===== src/rtl/pfps_pkg.sv =====
// Shared constants and controller/datapath interface types for the plan search.
package pfps_pkg;

  localparam int FREQ_W = 23;
  localparam int REF_W  = 18;
  localparam int INT_W  = 16;
  localparam int MOD_W  = 12;
  localparam int SEL_W  = 3;

  localparam int SCALED_W = FREQ_W + 1;
  localparam int CNT_W    = $clog2(SCALED_W);
  localparam int MREF_W   = MOD_W + REF_W;
  localparam int ERR_W    = REF_W + 10;

  localparam int MOD_LIMIT = 4095;
  localparam int ERR_SCALE = 1000;

  localparam logic [FREQ_W-1:0] TH_DIV1 = 23'd2200000;
  localparam logic [FREQ_W-1:0] TH_DIV2 = 23'd1100000;
  localparam logic [FREQ_W-1:0] TH_DIV4 = 23'd550000;
  localparam logic [FREQ_W-1:0] TH_DIV8 = 23'd275000;

  localparam logic [SEL_W-1:0] SEL_DIV1  = 3'd0;
  localparam logic [SEL_W-1:0] SEL_DIV2  = 3'd1;
  localparam logic [SEL_W-1:0] SEL_DIV4  = 3'd2;
  localparam logic [SEL_W-1:0] SEL_DIV8  = 3'd3;
  localparam logic [SEL_W-1:0] SEL_DIV16 = 3'd4;

  localparam logic [REF_W-1:0] REF_RESET   = 18'd25000;
  localparam logic [INT_W-1:0] INT_SAT     = 16'hFFFF;
  localparam logic [MOD_W-1:0] MOD_DEFAULT = 12'd2;

  typedef struct packed {
    logic start;
    logic div_step;
    logic srch_init;
    logic srch_step;
    logic load_out;
  } cmd_t;

  typedef struct packed {
    logic ref_zero;
    logic div_last;
    logic hit;
    logic srch_last;
    logic out_free;
  } status_t;

endpackage


===== src/rtl/pfps_ctrl.sv =====
// Sequencer for the plan search: divide, modulus scan and result hand-off.
module pfps_ctrl (
  input  logic             clk,
  input  logic             rst_n,
  input  logic             in_valid,
  output logic             in_ready,
  input  pfps_pkg::status_t status,
  output pfps_pkg::cmd_t    cmd
);
  import pfps_pkg::*;

  typedef enum logic [4:0] {
    ST_IDLE  = 5'b00001,
    ST_DIV   = 5'b00010,
    ST_SINIT = 5'b00100,
    ST_SRCH  = 5'b01000,
    ST_OUT   = 5'b10000
  } state_t;

  state_t state_r, state_nxt;

  assign in_ready = (state_r == ST_IDLE);

  always_comb begin
    state_nxt = state_r;
    cmd       = '0;
    case (state_r)
      ST_IDLE: begin
        if (in_valid) begin
          cmd.start = 1'b1;
          // A zero reference has a fixed answer, so the arithmetic is skipped.
          state_nxt = status.ref_zero ? ST_OUT : ST_DIV;
        end
      end
      ST_DIV: begin
        cmd.div_step = 1'b1;
        if (status.div_last) begin
          state_nxt = ST_SINIT;
        end
      end
      ST_SINIT: begin
        cmd.srch_init = 1'b1;
        state_nxt     = ST_SRCH;
      end
      ST_SRCH: begin
        if (status.hit || status.srch_last) begin
          state_nxt = ST_OUT;
        end else begin
          cmd.srch_step = 1'b1;
        end
      end
      ST_OUT: begin
        if (status.out_free) begin
          cmd.load_out = 1'b1;
          state_nxt    = ST_IDLE;
        end
      end
      default: begin
        state_nxt = ST_IDLE;
      end
    endcase
  end

  always_ff @(posedge clk) begin
    if (!rst_n) begin
      state_r <= ST_IDLE;
    end else begin
      state_r <= state_nxt;
    end
  end

endmodule


===== src/rtl/pfps_datapath.sv =====
// Reference register, bit-serial divider, incremental modulus scan and result register.
module pfps_datapath (
  input  logic                         clk,
  input  logic                         rst_n,
  input  logic                         cfg_we,
  input  logic [pfps_pkg::REF_W-1:0]   cfg_wdata,
  input  logic [pfps_pkg::FREQ_W-1:0]  in_freq_khz,
  input  pfps_pkg::cmd_t               cmd,
  output pfps_pkg::status_t            status,
  output logic                         out_valid,
  input  logic                         out_ready,
  output logic [pfps_pkg::INT_W-1:0]   out_int_value,
  output logic [pfps_pkg::MOD_W-1:0]   out_frac_value,
  output logic [pfps_pkg::MOD_W-1:0]   out_mod_value,
  output logic [pfps_pkg::SEL_W-1:0]   out_div_select
);
  import pfps_pkg::*;

  logic [REF_W-1:0]    ref_r;
  logic [SEL_W-1:0]    sel_r, sel_nxt;
  logic [SCALED_W-1:0] dq_r, dq_nxt;
  logic [REF_W-1:0]    rem_r, rem_nxt;
  logic [CNT_W-1:0]    cnt_r, cnt_nxt;
  logic [REF_W-1:0]    acc_r, acc_nxt;
  logic [MOD_W-1:0]    f_r, f_nxt;
  logic [MOD_W-1:0]    m_r, m_nxt;
  logic [MREF_W-1:0]   mref_r, mref_nxt;
  logic                out_valid_r;
  logic [INT_W-1:0]    int_r;
  logic [MOD_W-1:0]    frac_r, mod_r;
  logic [SEL_W-1:0]    dsel_r;

  logic [SEL_W-1:0]    sel_in;
  logic [REF_W:0]      trial;
  logic                trial_ge;
  logic [REF_W-1:0]    step_base;
  logic [MOD_W-1:0]    f_base;
  logic [REF_W:0]      step_sum;
  logic                step_wrap;
  logic [ERR_W-1:0]    err_lo, err_hi;
  logic                hit_lo, hit_hi, found;
  logic [INT_W-1:0]    int_sat;

  // Output divider choice from the frequency thresholds.
  always_comb begin
    if (in_freq_khz >= TH_DIV1) begin
      sel_in = SEL_DIV1;
    end else if (in_freq_khz >= TH_DIV2) begin
      sel_in = SEL_DIV2;
    end else if (in_freq_khz >= TH_DIV4) begin
      sel_in = SEL_DIV4;
    end else if (in_freq_khz >= TH_DIV8) begin
      sel_in = SEL_DIV8;
    end else begin
      sel_in = SEL_DIV16;
    end
  end

  // Restoring division, one quotient bit per cycle; the quotient shifts in below
  // the dividend bits that are still to be consumed.
  assign trial    = {rem_r, dq_r[SCALED_W-1]};
  assign trial_ge = (trial >= {1'b0, ref_r});

  // Stepping the modulus adds r to (r*m mod ref); since r < ref, one subtract
  // keeps the residue reduced and bumps floor(r*m/ref). The init step starts
  // from the m = 1 state (residue r, floor 0).
  assign step_base = cmd.srch_init ? rem_r : acc_r;
  assign f_base    = cmd.srch_init ? '0 : f_r;
  assign step_sum  = {1'b0, step_base} + {1'b0, rem_r};
  assign step_wrap = (step_sum >= {1'b0, ref_r});

  // The residue is |f*ref - r*m| and ref minus it is the error for f + 1.
  assign err_lo = ERR_W'(acc_r) * ERR_W'(ERR_SCALE);
  assign err_hi = ERR_W'(ref_r - acc_r) * ERR_W'(ERR_SCALE);
  assign hit_lo = ({{(MREF_W-ERR_W){1'b0}}, err_lo} < mref_r);
  assign hit_hi = ({{(MREF_W-ERR_W){1'b0}}, err_hi} < mref_r);
  assign found  = !status.ref_zero && (hit_lo || hit_hi);

  assign int_sat = (|dq_r[SCALED_W-1:INT_W]) ? INT_SAT : dq_r[INT_W-1:0];

  always_comb begin
    sel_nxt  = sel_r;
    dq_nxt   = dq_r;
    rem_nxt  = rem_r;
    cnt_nxt  = cnt_r;
    acc_nxt  = acc_r;
    f_nxt    = f_r;
    m_nxt    = m_r;
    mref_nxt = mref_r;
    if (cmd.start) begin
      sel_nxt = sel_in;
      dq_nxt  = SCALED_W'(in_freq_khz) << sel_in;
      rem_nxt = '0;
      cnt_nxt = '0;
    end
    if (cmd.div_step) begin
      rem_nxt = trial_ge ? REF_W'(trial - {1'b0, ref_r}) : trial[REF_W-1:0];
      dq_nxt  = {dq_r[SCALED_W-2:0], trial_ge};
      cnt_nxt = cnt_r + 1'b1;
    end
    if (cmd.srch_init || cmd.srch_step) begin
      acc_nxt = step_wrap ? REF_W'(step_sum - {1'b0, ref_r}) : step_sum[REF_W-1:0];
      f_nxt   = f_base + MOD_W'(step_wrap);
    end
    if (cmd.srch_init) begin
      m_nxt    = MOD_DEFAULT;
      mref_nxt = MREF_W'(ref_r) << 1;
    end
    if (cmd.srch_step) begin
      m_nxt    = m_r + 1'b1;
      mref_nxt = mref_r + MREF_W'(ref_r);
    end
  end

  always_ff @(posedge clk) begin
    sel_r  <= sel_nxt;
    dq_r   <= dq_nxt;
    rem_r  <= rem_nxt;
    cnt_r  <= cnt_nxt;
    acc_r  <= acc_nxt;
    f_r    <= f_nxt;
    m_r    <= m_nxt;
    mref_r <= mref_nxt;
  end

  always_ff @(posedge clk) begin
    if (!rst_n) begin
      ref_r <= REF_RESET;
    end else if (cfg_we) begin
      ref_r <= cfg_wdata;
    end
  end

  // Result register: a finished plan waits here while a new item may be taken.
  always_ff @(posedge clk) begin
    if (!rst_n) begin
      out_valid_r <= 1'b0;
    end else if (cmd.load_out) begin
      out_valid_r <= 1'b1;
    end else if (out_ready) begin
      out_valid_r <= 1'b0;
    end
  end

  always_ff @(posedge clk) begin
    if (cmd.load_out) begin
      int_r  <= status.ref_zero ? INT_SAT : int_sat;
      frac_r <= !found ? '0 : (hit_lo ? f_r : f_r + 1'b1);
      mod_r  <= found ? m_r : MOD_DEFAULT;
      dsel_r <= sel_r;
    end
  end

  assign status.ref_zero  = (ref_r == '0);
  assign status.div_last  = (cnt_r == CNT_W'(SCALED_W - 1));
  assign status.hit       = hit_lo || hit_hi;
  assign status.srch_last = (m_r == MOD_W'(MOD_LIMIT - 1));
  assign status.out_free  = !out_valid_r || out_ready;

  assign out_valid      = out_valid_r;
  assign out_int_value  = int_r;
  assign out_frac_value = frac_r;
  assign out_mod_value  = mod_r;
  assign out_div_select = dsel_r;

endmodule


===== src/rtl/pll_frequency_plan_search_core.sv =====
// Fractional-N frequency plan search: one target frequency in, one INT/FRAC/MOD plan out.
// An item goes through these steps from transfer to result: latch the frequency and
// pick the output divider, run the bit-serial divider that yields INT and the remainder,
// set up the modulus scan, scan one candidate modulus per cycle through a single pair
// of constant-multiply compares until one matches or the last modulus is reached,
// and load the result register. A modulus of 1000 or less always matches; with a zero
// reference the fixed answer goes straight to the result register. One item is worked
// on at a time; the next may be taken while the previous plan waits on the output.
module pll_frequency_plan_search_core (
  input  logic                         clk,
  input  logic                         rst_n,
  input  logic                         cfg_we,
  input  logic [pfps_pkg::REF_W-1:0]   cfg_wdata,
  input  logic                         in_valid,
  output logic                         in_ready,
  input  logic [pfps_pkg::FREQ_W-1:0]  in_freq_khz,
  output logic                         out_valid,
  input  logic                         out_ready,
  output logic [pfps_pkg::INT_W-1:0]   out_int_value,
  output logic [pfps_pkg::MOD_W-1:0]   out_frac_value,
  output logic [pfps_pkg::MOD_W-1:0]   out_mod_value,
  output logic [pfps_pkg::SEL_W-1:0]   out_div_select
);
  import pfps_pkg::*;

  cmd_t    cmd;
  status_t status;

  pfps_ctrl u_ctrl (
    .clk      (clk),
    .rst_n    (rst_n),
    .in_valid (in_valid),
    .in_ready (in_ready),
    .status   (status),
    .cmd      (cmd)
  );

  pfps_datapath u_datapath (
    .clk            (clk),
    .rst_n          (rst_n),
    .cfg_we         (cfg_we),
    .cfg_wdata      (cfg_wdata),
    .in_freq_khz    (in_freq_khz),
    .cmd            (cmd),
    .status         (status),
    .out_valid      (out_valid),
    .out_ready      (out_ready),
    .out_int_value  (out_int_value),
    .out_frac_value (out_frac_value),
    .out_mod_value  (out_mod_value),
    .out_div_select (out_div_select)
  );

endmodule


===== config.mk =====
export PLATFORM = sky130hd
export DESIGN_NAME = pll_frequency_plan_search_core
export DESIGN_NICKNAME = d
export VERILOG_FILES = /design/src/rtl/pfps_pkg.sv /design/src/rtl/pfps_ctrl.sv /design/src/rtl/pfps_datapath.sv /design/src/rtl/pll_frequency_plan_search_core.sv
export SDC_FILE = /design/constraint.sdc
export NUM_CORES = 1
export LEC_CHECK = 0
export BUFFER_PORTS_ARGS = -buffer_cell sky130_fd_sc_hd__buf_2
export CAP_MARGIN = 20
export CORE_MARGIN = 5
export CORE_UTILIZATION = 30
export DETAILED_ROUTE_END_ITERATION = 16
export PLACE_DENSITY = 0.5
export SETUP_SLACK_MARGIN = 0.05
export SLEW_MARGIN = 10
export SYNTH_ARGS = -nofsm -noshare
export SYNTH_HDL_FRONTEND = slang
export SYNTH_SLANG_ARGS = --single-unit

===== constraint.sdc =====
create_clock -name clk -period 9.5 [get_ports clk]
set_clock_uncertainty 0.1 [all_clocks]
set_input_delay 0.475 -clock clk [delete_from_list [all_inputs] [get_ports clk]]
set_output_delay 0.475 -clock clk [all_outputs]
set_load 0.02 [all_outputs]

==> out/results.tsv <==
metric	value	unit
crit end category	flip-flop	
Max rail drop VDD	0.000311	V
first-pass iteration count of the detailed router	6	
Rows	96	
#FFs+latches synth	189	
ANT cells	0	
Leak Pwr	10.0	nW
met3 WL	1920	um
CTS Root Cell	clkbuf_16	
synth unique cells	87	
Final #Nets	2689	
Internal Power	4.41	mW
total number of vias	16424	
Worst path most repeated cell	inv_1	
largest area contributor in the netlist	edfxtp_1	
final setup vio count	0	
mean post-synth cell area	9.51	um^2
DRT antenna net count	0	
Async S/R FF share, synth	0	%
share of layout cells above drive strength 1	10.5	%
placeable core area	68500	um^2
post-synthesis compound-gate area fraction	16.6	%
Port Buffer Count	90	
area occupied by multi-input gates	14200	um^2
final worst-path cycle share	94.7	%
WHS	151	ps
GRT overflow	0	
Slew HR	25.8	%
Most used DFF post-synth	edfxtp_1	
Worst setup SP type	flip-flop	
Hold Path Class	primary input to flip-flop	
CP Data Arrival Time	9090	ps
synthesized cell area	20700	um^2
postcts setup bufs	0	
Clock Power Share	9.2	%
Die X	273	um
Clock Path Buffers	2	
initial antenna violation count	1	
sequential share of the synthesized area	26.3	%
initial DRC count	1036	
top cells by area, synth	edfxtp_1 24%, ha_1 15%, fa_1 12%	
Yosys warnings	0	
Final Power	8.69	mW
TritonCTS buffer count	17	
die footprint	74300	um^2
pwr dens	377	nW/um^2
GP Congestion	0.905	
Total GRT Usage	15.1	%
Clock Latency Late Sink	460	ps
post-DP HPWL	45800	um
max cap viols	0	
number of global-route vias before repair	16907	
Die Y	273	um
share of power burned in registers	13.5	%
crit path kind	flip-flop to flip-flop	
Buf/Inv on CP	6	
Least-Margin Pin Slew	1110	ps
Syn-to-layout area delta	11.5	%
cell count after synthesis	2175	
Net Sw Frac	49.3	%
met2 WL	27200	um
Fill cells	6998	
Clock Sinks	189	
combinational share of power	77.3	%
first-pass GRT wire length	91100	um
fin. max-slew vios	0	
RSZ-0062 raised after global routing	no	
worst-path fanout max	24	
Reg area	5440	um^2
slowest CP cell	fa_1	
Via-to-Cell Ratio	5.19	
CP required	9600	ps
Yosys top cell area share	24.0	%
CP delay by family, top	adder cells	
Avg WL per Cell	17.9	um
max incr delay on CP	570	ps
post-route setup TNS	0	ps
largest net degree at the start of global routing	73	
Area after DPL	22300	um^2
Synth Area in Adders	27.3	%
Tmin final	9000	ps
simple-gate share of the synthesized area	14.3	%
xor/xnor share of the synthesized area	6.29	%
CTS tree	yes	
mux contribution to synthesized area	3.94	%
DRC	0	
Metal-1 WL	26400	um
Initial Util	30.2	%
CTS clk-pin slew, worst paths	90	ps
NetSw	4.29	mW
Design Area, Final	23100	um^2
CTS H-tree depth	4	
final hold vios	0	
number of flops mapped to enable cells by yosys	165	
Post-Syn Nets	2594	
Top Layer Used	met4	
main combinational cell family by area after synthesis	adder cells	
status	completed	
routed wire length	56500	um
num ports	91	
FMAX	111	MHz
==> sequential cells by signal (all words and copies together), names as in the netlist, 16 cells and up <==
name	flops
u_datapath.dq_r	24
u_datapath.out_int_value	16
u_datapath.acc_r	18
u_datapath.mref_r	30
u_datapath.ref_r	18
u_datapath.rem_r	18
==> cells in the final DEF (no fill, tap or decap), types with 19 or more instances in the layout <==
cell type    n
a211oi_1    19
a21o_1      61
a21oi_1    132
and2_1      20
and3_1      27
buf_2       90
buf_4       31
dfxtp_1     24
edfxtp_1   165
fa_1       127
ha_1       246
inv_1      227
mux2_2      20
mux2i_1     47
nand2_1    136
nand3_1     79
nand4_1     30
nor2_1     136
nor2b_1     28
nor3_1      34
o211ai_1    31
o21a_1      22
o21ai_0    109
o31ai_1     20
or2_2       20
or3_1       23
xnor2_1     83
xor2_1      53
==> per-layer routing <==
metal / global-route usage [%] / up-vias
li1: - / 8026
met1: 20.5 / 8005
met2: 26.3 / 355
met3: 1.20 / 38
met4: 3.42 / 0
met5: 0 / -
==> Yosys cell counts, drive strengths merged (27+ instances only) <==
master  count
nand4      30
xor2       55
a21o       61
and3       27
o21ai     115
a21oi     132
nand2     139
mux2       28
nor2      136
mux2i      47
nand3      80
ha        246
inv       229
edfxtp    165
o211ai     32
fa        127
xnor2      88
nor2b      29
clkbuf     37
nor3       34
==> worst reg2reg max path: cells and delay by family (launching register included) <==
family / cells / cell delay (ps)
adder cells (fa/ha/maj): 7 / 3050
AND/OR/NAND/NOR: 9 / 2160
AO/OA/AOI/OAI: 6 / 1520
buffers and inverters: 6 / 630
XOR/XNOR: 2 / 580
flip-flops: 1 / 400
multiplexers: 1 / 310
==> kinds of logic (layout without fill, tap and decap cells) <==
kind of cell,after synthesis,count (layout)
flip-flops,189,189
adder cells (fa/ha/maj),376,376
multiplexers,75,75
AND/OR/NAND/NOR,593,593
buffers and inverters,278,386
XOR/XNOR,144,144
AO/OA/AOI/OAI,519,519
other,1,1
==> layout make-up <==
class	count	area share (%)
Timing Repair Buffer	125	3.37
Inverter	229	3.74
Sequential cell	189	23.6
Clock inverter	15	0.988
Multi-Input combinational cell	1708	61.7
Tap cell	882	4.79
Clock buffer	17	1.85
==> power groups by stage <==
stage               clock [mW]  sequential [mW]  combinational, mW
floorplan                    0             1.18               5.14
detailed placement           0             1.19               6.73
global route             0.854             1.19               7.67
global placement             0             1.19               6.66
finish                   0.799             1.17               6.72
CTS                      0.823             1.18               6.79
==> final timing paths <==
kind / startpoint / end / slack (ps) / cells past startpoint
setup / recovery: u_datapath.acc_r[4] / u_datapath.mref_r[4] / 500 / 31
setup reg to reg: u_datapath.acc_r[4] / u_datapath.mref_r[4] / 500 / 31
hold reg to reg: u_datapath.sel_r[2] / u_datapath.out_div_select[2] / 330 / 0
hold / removal: cfg_wdata[7] / u_datapath.ref_r[7] / 150 / 3
==> what timing repair did <==
item                       in CTS  in global routing
hold buffers                    0                  0
setup endpoints to repair       0                123
resized for setup               0                 10
==> through the flow <==
stage          setup WS [ps]  cells  util, %
4_1_cts                  121   3164     33.5
3_3_place_gp             387   3131     32.6
3_5_place_dp             186   3132     32.6
5_1_grt                 79.1   3165     33.7
6_report                 502   3165     33.7
2_1_floorplan            342   2175        -
(Power assumes the default switching activity.)
